==> src/design/spq_pkg.sv <==
// shared types, codes and defaults for the sorted priority queue
package spq_pkg;

  localparam int DEPTH_DEFAULT = 16;
  localparam int VAL_W = 32;
  localparam int CNT_OUT_W = 5;

  typedef enum logic {
    KIND_INSERT = 1'b0,
    KIND_REMOVE = 1'b1
  } kind_t;

  typedef enum logic [1:0] {
    ST_DONE  = 2'd0,
    ST_EMPTY = 2'd1,
    ST_FULL  = 2'd2
  } status_t;

  typedef struct packed {
    logic              kind;
    logic signed [31:0] value;
  } in_t;

  typedef struct packed {
    logic [1:0]         status;
    logic signed [31:0] removed_value;
    logic signed [31:0] head_value;
    logic               head_valid;
    logic [4:0]         count;
  } out_t;

  typedef enum logic [3:0] {
    S_IDLE = 4'b0001,
    S_INS  = 4'b0010,
    S_PUT  = 4'b0100,
    S_POP  = 4'b1000
  } state_t;

endpackage

==> src/design/spq_ram.sv <==
// generic simple dual port ram with registered read
module spq_ram import spq_pkg::*; #(
  parameter int WIDTH = VAL_W,
  parameter int DEPTH = DEPTH_DEFAULT
) (
  input  logic                     clk,
  input  logic                     wr_en,
  input  logic [$clog2(DEPTH)-1:0] wr_addr,
  input  logic [WIDTH-1:0]         wr_data,
  input  logic                     rd_en,
  input  logic [$clog2(DEPTH)-1:0] rd_addr,
  output logic [WIDTH-1:0]         rd_data
);

  logic [WIDTH-1:0] mem [DEPTH];

  always_ff @(posedge clk) begin
    if (wr_en) begin
      mem[wr_addr] <= wr_data;
    end
    if (rd_en) begin
      rd_data <= mem[rd_addr];
    end
  end

endmodule

==> src/design/sorted_priority_queue.sv <==
// sorted priority queue: top level with sequencer, shared comparator and entry ram
// sequence: refused items, inserts at or above the head and removes that empty the queue
//   finish straight from S_IDLE; any other remove passes through S_POP (one ram read for the
//   new head); an insert below the head stays in S_INS while the entry read is larger than
//   the value, walking entries up one slot with one ram read and one compare per cycle, and
//   ends in S_INS or S_PUT, which gives out_valid
// throughput: a new transaction is taken in the cycle its predecessor's result is strobed;
//   results are never stalled, the receiver cannot hold them off
// reset: rst_n is synchronous active low, empties the queue; ram contents are not cleared
module sorted_priority_queue import spq_pkg::*; #(
  parameter int DEPTH = DEPTH_DEFAULT
) (
  input  logic clk,
  input  logic rst_n,
  input  logic start,
  output logic busy,
  input  in_t  in_data,
  output logic out_valid,
  output out_t out_data
);

  localparam int AW = $clog2(DEPTH);
  localparam int CW = $clog2(DEPTH + 1);

  // entries are held ascending: slot 0 smallest, slot count-1 the head
  state_t             state_r, state_nxt;
  logic [AW-1:0]      idx_r, idx_nxt;
  logic [CW-1:0]      cnt_r, cnt_nxt;
  logic signed [31:0] head_r, head_nxt;
  logic signed [31:0] val_r, val_nxt;
  logic signed [31:0] rem_r, rem_nxt;
  logic               out_valid_r, out_valid_nxt;
  out_t               out_r, out_nxt;

  // ram ports
  logic               wr_en;
  logic [AW-1:0]      wr_addr;
  logic [31:0]        wr_data;
  logic               rd_en;
  logic [AW-1:0]      rd_addr;
  logic [31:0]        rd_data;

  // the one comparator, shared between the head check and the walk
  logic signed [31:0] cmp_a;
  logic signed [31:0] cmp_b;
  logic               cmp_gt;

  logic               accept;
  logic               finish;
  status_t            status_nxt;
  logic [CW+4:0]      cnt_ext;
  logic [CW-1:0]      cnt_m1;
  logic [CW-1:0]      cnt_m2;

  spq_ram #(
    .WIDTH (VAL_W),
    .DEPTH (DEPTH)
  ) u_ram (
    .clk     (clk),
    .wr_en   (wr_en),
    .wr_addr (wr_addr),
    .wr_data (wr_data),
    .rd_en   (rd_en),
    .rd_addr (rd_addr),
    .rd_data (rd_data)
  );

  assign accept = start && (state_r == S_IDLE);
  assign cmp_a  = (state_r == S_IDLE) ? head_r : $signed(rd_data);
  assign cmp_b  = (state_r == S_IDLE) ? in_data.value : val_r;
  assign cmp_gt = cmp_a > cmp_b;
  assign cnt_m1 = cnt_r - CW'(1);
  assign cnt_m2 = cnt_r - CW'(2);

  always_comb begin
    state_nxt  = state_r;
    idx_nxt    = idx_r;
    cnt_nxt    = cnt_r;
    head_nxt   = head_r;
    val_nxt    = val_r;
    rem_nxt    = rem_r;
    finish     = 1'b0;
    status_nxt = ST_DONE;
    wr_en      = 1'b0;
    wr_addr    = idx_r + AW'(1);
    wr_data    = val_r;
    rd_en      = 1'b0;
    rd_addr    = idx_r;

    case (state_r)
      S_IDLE: begin
        if (accept) begin
          val_nxt = in_data.value;
          rem_nxt = '0;
          if (in_data.kind == KIND_INSERT) begin
            if (cnt_r == CW'(DEPTH)) begin
              // full: refuse, state untouched
              finish     = 1'b1;
              status_nxt = ST_FULL;
            end else if (cnt_r == '0 || !cmp_gt) begin
              // new head goes straight on top
              wr_en    = 1'b1;
              wr_addr  = cnt_r[AW-1:0];
              wr_data  = in_data.value;
              head_nxt = in_data.value;
              cnt_nxt  = cnt_r + CW'(1);
              finish   = 1'b1;
            end else begin
              // walk down from the head moving larger entries up
              rd_en     = 1'b1;
              rd_addr   = cnt_m1[AW-1:0];
              idx_nxt   = cnt_m1[AW-1:0];
              cnt_nxt   = cnt_r + CW'(1);
              state_nxt = S_INS;
            end
          end else begin
            if (cnt_r == '0) begin
              finish     = 1'b1;
              status_nxt = ST_EMPTY;
            end else begin
              rem_nxt = head_r;
              cnt_nxt = cnt_m1;
              if (cnt_r == CW'(1)) begin
                head_nxt = '0;
                finish   = 1'b1;
              end else begin
                rd_en     = 1'b1;
                rd_addr   = cnt_m2[AW-1:0];
                state_nxt = S_POP;
              end
            end
          end
        end
      end
      S_INS: begin
        wr_en = 1'b1;
        if (cmp_gt) begin
          wr_data = rd_data;
          if (idx_r == '0) begin
            state_nxt = S_PUT;
          end else begin
            rd_en   = 1'b1;
            rd_addr = idx_r - AW'(1);
            idx_nxt = idx_r - AW'(1);
          end
        end else begin
          wr_data   = val_r;
          finish    = 1'b1;
          state_nxt = S_IDLE;
        end
      end
      S_PUT: begin
        // value is the new minimum
        wr_en     = 1'b1;
        wr_addr   = '0;
        wr_data   = val_r;
        finish    = 1'b1;
        state_nxt = S_IDLE;
      end
      S_POP: begin
        head_nxt  = $signed(rd_data);
        finish    = 1'b1;
        state_nxt = S_IDLE;
      end
      default: begin
        state_nxt = S_IDLE;
      end
    endcase
  end

  // result assembly
  always_comb begin
    cnt_ext               = {5'd0, cnt_nxt};
    out_nxt.status        = status_nxt;
    out_nxt.removed_value = rem_nxt;
    out_nxt.head_valid    = (cnt_nxt != '0);
    out_nxt.head_value    = (cnt_nxt != '0) ? head_nxt : '0;
    out_nxt.count         = cnt_ext[4:0];
    out_valid_nxt         = finish;
  end

  always_ff @(posedge clk) begin
    if (!rst_n) begin
      state_r     <= S_IDLE;
      cnt_r       <= '0;
      head_r      <= '0;
      out_valid_r <= 1'b0;
    end else begin
      state_r     <= state_nxt;
      cnt_r       <= cnt_nxt;
      head_r      <= head_nxt;
      out_valid_r <= out_valid_nxt;
    end
  end

  // payload registers
  always_ff @(posedge clk) begin
    idx_r <= idx_nxt;
    val_r <= val_nxt;
    rem_r <= rem_nxt;
    if (finish) begin
      out_r <= out_nxt;
    end
  end

  assign busy      = (state_r != S_IDLE);
  assign out_valid = out_valid_r;
  assign out_data  = out_r;

  // a result only ever appears with the sequencer back at rest
  a_out_idle: assert property (@(posedge clk) disable iff (!rst_n)
    out_valid |-> !busy)
    else $error("result strobed while sequencer busy");

  // every accepted transaction either keeps the block busy or finishes at once
  a_accept_progress: assert property (@(posedge clk) disable iff (!rst_n)
    (start && !busy) |=> (busy || out_valid))
    else $error("accepted transaction lost");

  // fill level never passes capacity
  a_cnt_bound: assert property (@(posedge clk) disable iff (!rst_n)
    cnt_r <= CW'(DEPTH))
    else $error("entry count beyond capacity");

  // head flag agrees with the stored count
  a_head_flag: assert property (@(posedge clk) disable iff (!rst_n)
    out_valid |-> (out_data.head_valid == (cnt_r != '0)))
    else $error("head valid flag disagrees with count");

endmodule

==> config.mk <==
export PLATFORM = sky130hd
export DESIGN_NAME = sorted_priority_queue
export DESIGN_NICKNAME = d
export VERILOG_FILES = /design/src/design/spq_pkg.sv /design/src/design/spq_ram.sv /design/src/design/sorted_priority_queue.sv
export SDC_FILE = /design/constraint.sdc
export NUM_CORES = 1
export LEC_CHECK = 0
export BUFFER_PORTS_ARGS = -buffer_cell sky130_fd_sc_hd__buf_2
export CORE_MARGIN = 2
export CORE_UTILIZATION = 40
export CTS_BUF_LIST = sky130_fd_sc_hd__clkbuf_4 sky130_fd_sc_hd__clkbuf_8
export DETAILED_ROUTE_END_ITERATION = 12
export PLACE_DENSITY = 0.68
export SLEW_MARGIN = 5
export SYNTH_ARGS = -nofsm -noshare
export SYNTH_HDL_FRONTEND = slang
export SYNTH_SLANG_ARGS = --single-unit
==> constraint.sdc <==
create_clock -name clk -period 13.2 [get_ports clk]
set_input_delay 3.96 -clock clk [delete_from_list [all_inputs] [get_ports clk]]
set_output_delay 3.96 -clock clk [all_outputs]
set_load 0.005 [all_outputs]
; ---- After elaboration in Yosys (flattened, before gate mapping)
; Memory sizes are Yosys's and may differ from the RTL's. A register that Yosys moved wholly into a read port is not among the register bits.
; Index checks and enable logic that the tools add are counted.
[totals]
register_bits = 182
ram_bits = 512
inputBits = 36
output_inout_bits = 74
word_cells = 121
n_memories = 1
[op_classes]
n_addsub = 5
n_lt_le_gt_ge = 1
eq_ne = 14
mux = 76
n_reduce_logical = 12
[memory_table]
columns = name, words, width, read_ports, rd_ports_with_merged_regs, wr, line_no
row1 = u_ram.mem, 16, 32, 1, 1, 1, spq_ram.sv:15  ; logic [WIDTH-1:0] mem [DEPTH];
[ops]
columns = operator, count
row1 = 32-bit two-way mux, 17
row2 = 32-bit case mux with 2 select lines, 2
row3 = 4-bit two-way mux, 22
row4 = 32-bit > comparator, 1
row5 = 4-bit case mux with 2 select lines, 4
row6 = 5-bit two-way mux, 5
row7 = 1-bit two-way mux, 21
row8 = 3-bit != test (second input constant), 5
row9 = 6-bit AND reduction, 1
row10 = 5-bit by 1-bit adder with 5-bit output (second input constant), 1
row11 = 5-bit by 1-bit == test with 1-bit output (second input constant), 1
row12 = 5-bit == test (second input constant), 1
row13 = 5-bit logical NOT, 1
row14 = 5-bit nonzero test, 1
row15 = 5-bit by 1-bit subtractor with 5-bit output (second input constant), 1
row16 = 4-bit by 1-bit adder with 4-bit output (second input constant), 1
row17 = 4-bit by 1-bit == test with 1-bit output (second input constant), 1
row18 = 4-bit by 2-bit == test with 1-bit output (second input constant), 1
row19 = 4-bit by 3-bit == test with 1-bit output (second input constant), 1
row20 = 4-bit == test (second input constant), 1
row21 = 4-bit logical NOT, 1
row22 = 2-bit two-way mux, 2
row23 = 2-bit != test (second input constant), 2
row24 = 4-bit by 1-bit != test with 1-bit output (second input constant), 1
row25 = other kinds (11), 13

; ---- Logic depth before layout (Yosys ltp)
[logic_depth]
word_depth = 12
mapped_depth = 24
depth_no_buf = 17

; ---- Hierarchy
; From an unflattened synthesis, not the netlist that was laid out.
[unflattened]
hier_cells = 1737
hier_area_um2 = 29752.3
[by_module_without_submodules]
columns = module, n_inst, cells_each, area_per_inst_um2, seq_area_each_um2
row1 = spq_ram, 1, 838, 20155.6, 16335.7
row2 = sorted_priority_queue, 1, 899, 9596.7, 4724.5

; ---- Worst setup path before layout
; OpenSTA, ideal clock, no wires.
[synth_timing]
path_type = input port to flip-flop
startpoint = input in_data[31] in the netlist's numbering
endpoint = register out_r, in the netlist out_data[0] (enable)
setup_ps = 603
t_arrival_ps = 10829
required_ps = 12597
slack_ps = 1768
cell_stages = 11
path_cell_list = mux2i_1 ha_1 nand4_2 nor4_4 o2111ai_1 nand4_2 or3_1 a21boi_0 o21ai_0 o21ai_0 o21ai_0
[synth_via]
elab_chain_cells = 9
elab_cells_between_ends = 10
[synth_rtl]
columns = item, line_no
row1 = start: declaration, sorted_priority_queue.sv:17  ; input in_t in_data,
row2 = 32-bit two-way mux *, sorted_priority_queue.sv:70  ; assign cmp_b = (state_r == S_IDLE) ? in_data.value : val_r;
row3 = 32-bit > comparator *, sorted_priority_queue.sv:71  ; assign cmp_gt = cmp_a > cmp_b;
row4 = 1-bit logical NOT, sorted_priority_queue.sv:100  ; end else if (cnt_r == '0 || !cmp_gt) begin
row5 = 1-bit logical OR, sorted_priority_queue.sv:100
row6 = 1-bit two-way mux, sorted_priority_queue.sv:100
row7 = 1-bit two-way mux, sorted_priority_queue.sv:96  ; if (cnt_r == CW'(DEPTH)) begin
row8 = 1-bit two-way mux, sorted_priority_queue.sv:95  ; if (in_data.kind == KIND_INSERT) begin
row9 = 1-bit two-way mux, sorted_priority_queue.sv:92  ; if (accept) begin
row10 = 1-bit case mux with 3 select lines *, sorted_priority_queue.sv:90  ; case (state_r)
row11 = via finish, sorted_priority_queue.sv:49  ; logic finish;
row12 = end signal: assignment, sorted_priority_queue.sv:202  ; out_r <= out_nxt;
row13 = end: declaration, sorted_priority_queue.sv:33  ; out_t out_r, out_nxt;
; Mark *: on every way through the listed nets, which the timed path passes. The rest lies on a longest branch.
; A chain may end at the register's enable or synchronous reset.

; ---- Worst setup path in the final report
[layout_timing]
startpoint = input in_data[31] in the netlist's numbering
endpoint = register u_ram.rd_data[28] (read register of u_ram.mem) (data pin)
[layout_via]
elab_chain_cells = 9
elab_cells_between_ends = 16
[layout_rtl]
columns = item, line_no
row1 = 32-bit two-way mux *, sorted_priority_queue.sv:70
row2 = 32-bit > comparator *, sorted_priority_queue.sv:71
row3 = 1-bit logical NOT, sorted_priority_queue.sv:100
row4 = 1-bit logical OR, sorted_priority_queue.sv:100
row5 = 4-bit two-way mux / 1-bit two-way mux (equally long branches) (2 in series), --
row6 = 4-bit two-way mux / 1-bit two-way mux (equally long branches), sorted_priority_queue.sv:95
row7 = 4-bit two-way mux / 1-bit two-way mux (equally long branches), sorted_priority_queue.sv:92
row8 = 4-bit case mux with 2 select lines / 1-bit case mux with 2 select lines (equally long branches), sorted_priority_queue.sv:90
row9 = end: declaration, spq_ram.sv:12  ; output logic [WIDTH-1:0] rd_data
; Every way passes the cells marked *; elsewhere a longest branch is shown, timed or not.

==> impl_results.md <==
- Die H: 280 um
- Synth area leader: edfxtp_1
- Worst stage delay on the critical path: 0.66 ns
- FF+latch count, synth: 726
- Core ar.: 75,700 sq um
- Synth Warn #: 0
- Final setup fails: 0
- Max Fclk: 116 MHz
- Peak VDD IR: 0.215 mV
- CTS sink cnt: 726
- Post-Layout Cell Count: 3,397
- RSZ-0062 raised after global routing: no
- CTS-repair resized insts: 0
- CTS Buf Count: 108
- Worst-margin pin slew: 1.24 ns
- Vias: 18,800
- DR DRC count: 0
- First-pass GRT wire length: 113,000 um
- Post-CTS Setup Repair Bufs: 0
- Vias per inst: 5.53
- Internal power: 0.00605 W
- Sequential-to-total area share from yosys stat: 69.0%
- Comb pwr share: 44.3%
- DP Area: 32,300 sq um
- Site Rows: 101
- Overflow after GRT: 0
- Synth top area share: 64.2%
- Layout cells sized above 1: 17.0%
- Worst-path cell with the longest stage delay: nand2_4
- Buffers on Ports: 109
- Critical Path, Cell by Cell: buf_2, mux2i_1, ha_1, nand4_2, nor4_4, o2111ai_1, nand4_2, nor4b_1, nor2_1, o211ai_1, nand2_4, buf_12, mux2i_1, mux2i_1, o22ai_1, nor3_1
- Worst-path clk slew: 0.07 ns
- CP Capture Type: flip-flop
- Final wirelength: 74,800 um
- Mean Syn Cell Area: 13.9 sq um
- Buf/Inv on CP: 2
- CP most frequent cell: mux2i_1
- Post-route clock period utilization: 65.5%
- Status: completed
- Largest net degree at the start of global routing: 155
- Htree depth: 3
- Final number of hold-violating endpoints: 0
- Post-Route Setup TNS: 0 ns
- GP Congestion: 0.904
- Layout Nets: 2,401
- Final Instance Area: 34,600 sq um
- Async S/R FF share, synth: 0%
- Worst slew margin: 17.3%
- CP delay by family, top: simple AND/OR/NAND/NOR gates
- Final ANT Viol Nets: 0
- Part of the power in the clock network: 19.5%
- Count of cell types in the netlist: 57
- Sw Pwr: 0.00403 W
- Max Clock Skew: 0.0367 ns
- Worst Hold Class: reg -> reg
- Synth Net Count: 2,264
- DPL Wire Length: 43,900 um
- Critical Path RT: 13.66 ns
- Post-synth EDFFs: 652
- Util after Layout: 45.8%
- CTS root buffer: clkbuf_8
- Sw Share: 40.0%
- CP arrival: 9.10 ns
- Initial core utilization: 40.3%
- Peak fanout along the critical path: 154
- Post-CTS Hold Fix Bufs: 0
- Post-Place Worst Slack: 3.80 ns
- CTS tree: yes
- Sequential power share: 36.2%
- Average wire per standard cell: 22.0 um
- Pins Over Slew Limit: 0
- Post-synthesis cell area: 30,500 sq um
- Setup ws final: 4.56 ns
- Die Area: 78,500 sq um
- Cells after Synth: 2,188
- # IOs: 110
- Tmin final: 8.64 ns
- Static Leak: 12.9 nW
- Cell with the most instances after synthesis: edfxtp_1
- Startpoint Class: input port
- Setup Crit Path Kind: in -> reg
- Clock latency on the worst-skew pair: 0.72 ns
- PwrDens: 291 nW/um^2
- Synth Flop Type: edfxtp_1
- Area growth syn-to-layout: 13.6%
- TritonRoute pass-1 iters: 8
- CTS max path bufs: 3
- Number of global-route vias before repair: 18,600
- Leading post-synthesis cells by cell area: edfxtp_1 64%, mux2i_1 9.5%, dfxtp_1 4.9%, nand2_1 2.5%, nor2_1 2.3%
- Initial antenna violation count: 5
- Die width: 280 um
- Max_cap viols: 0
- Top post-synthesis cells by count: 652 x edfxtp_1, 290 x mux2i_1, 205 x nand2_1, 190 x nor2_1, 75 x clkbuf_1
- Tot GR Track Use: 18.9%
- Initial drt markers: 1,921
- Placed Cells: 3,193
-- flip-flops by register name, summed over array words and instances (netlist names) --
signal         cells
rem_r             32
u_ram.rd_data     32
idx_r              4
cnt_r              5
state_r            4
out_data          72
val_r             32
head_r            32
out_valid          1
u_ram.mem        512
-- path summary, 6_finish.rpt --
kind / startpoint / end / slack, ns / cells after the start
hold / removal: rem_r[14] / rem_r[14] / 0.47 / 1
setup reg to reg: state_r[0] / u_ram.rd_data[28] / 5.90 / 20
hold reg to reg: rem_r[14] / rem_r[14] / 0.47 / 1
setup / recovery: in_data[31] / u_ram.rd_data[28] / 4.56 / 16
-- power groups by stage --
stage | Clock (W) | Combinational [W] | Sequential, W
CTS | 0.00200 | 0.00445 | 0.00364
finish | 0.00197 | 0.00446 | 0.00365
global route | 0.00210 | 0.00488 | 0.00368
floorplan | 0 | 0.00315 | 0.00361
detailed placement | 0 | 0.00443 | 0.00369
global placement | 0 | 0.00431 | 0.00367
-- through the flow --
stage / hold WS, ns / total power, W
6_report: 0.475 / 0.0101
2_1_floorplan: 0.445 / 0.00676
3_5_place_dp: 0.458 / 0.00812
3_3_place_gp: 0.462 / 0.00798
5_1_grt: 0.489 / 0.0107
4_1_cts: 0.481 / 0.0101
-- worst reg2reg max path: stages (launching register included) --
cell and delay [ns]:
dfxtp_1 0.49, nor4b_2 0.29, buf_4 0.43, inv_2 0.30, buf_4 0.40, nand2_1 0.18, nand2_1 0.07, ha_1 0.55
nand4_2 0.23, nor4_4 0.42, o2111ai_1 0.19, nand4_2 0.28, nor4b_1 0.10, nor2_1 0.47, o211ai_1 0.27, nand2_4 0.66
buf_12 0.64, mux2i_1 0.65, mux2i_1 0.11, o22ai_1 0.25, nor3_1 0.09
-- layer usage --
metal  vias to the layer above  share of wire, %  track usage, %
li1                       8614                 -               -
met1                      9244                42            25.1
met2                       761                48            31.3
met3                       152               7.4            3.01
met4                         0               3.1            7.21
met5                         -                 0               0
-- layout make-up --
type,count,area (sq um)
Tap cell,978,1220
Clock inverter,56,561
Sequential cell,726,21100
Timing Repair Buffer,154,896
Fill cell,6564,41100
Inverter,49,184
Clock buffer,144,1800
Antenna cell,4,10.0
Multi-Input combinational cell,1286,8900
-- placed cells by master, fill, tap and decap left out, drive strengths merged, types with 5 or more instances in the layout --
master / Yosys / final
a21oi: 55 / 55
a221oi: 10 / 10
a222oi: 57 / 57
a22o: 65 / 65
and2: 9 / 9
buf: 52 / 154
bufinv: 0 / 10
clkbuf: 75 / 144
clkinv: 0 / 36
clkinvlp: 0 / 6
dfxtp: 74 / 74
edfxtp: 652 / 652
ha: 40 / 40
inv: 49 / 53
mux2i: 290 / 290
nand2: 205 / 205
nand2b: 9 / 9
nand3: 53 / 53
nand4: 10 / 10
nor2: 190 / 190
nor2b: 36 / 36
nor3: 74 / 74
o211ai: 5 / 5
o21ai: 61 / 61
o22ai: 36 / 36
or2: 30 / 30
or3: 5 / 5
-- cell families after synthesis --
kind of cell	after synthesis	share of synthesized area, %
flip-flops	726	69.0
AND/OR/NAND/NOR	632	9.53
AO/OA/AOI/OAI	318	7.65
multiplexers	290	9.52
buffers and inverters	176	2.45
adder cells (fa/ha/maj)	40	1.64
XOR/XNOR	6	0.172
No activity file was read; power rests on OpenSTA's default activity.
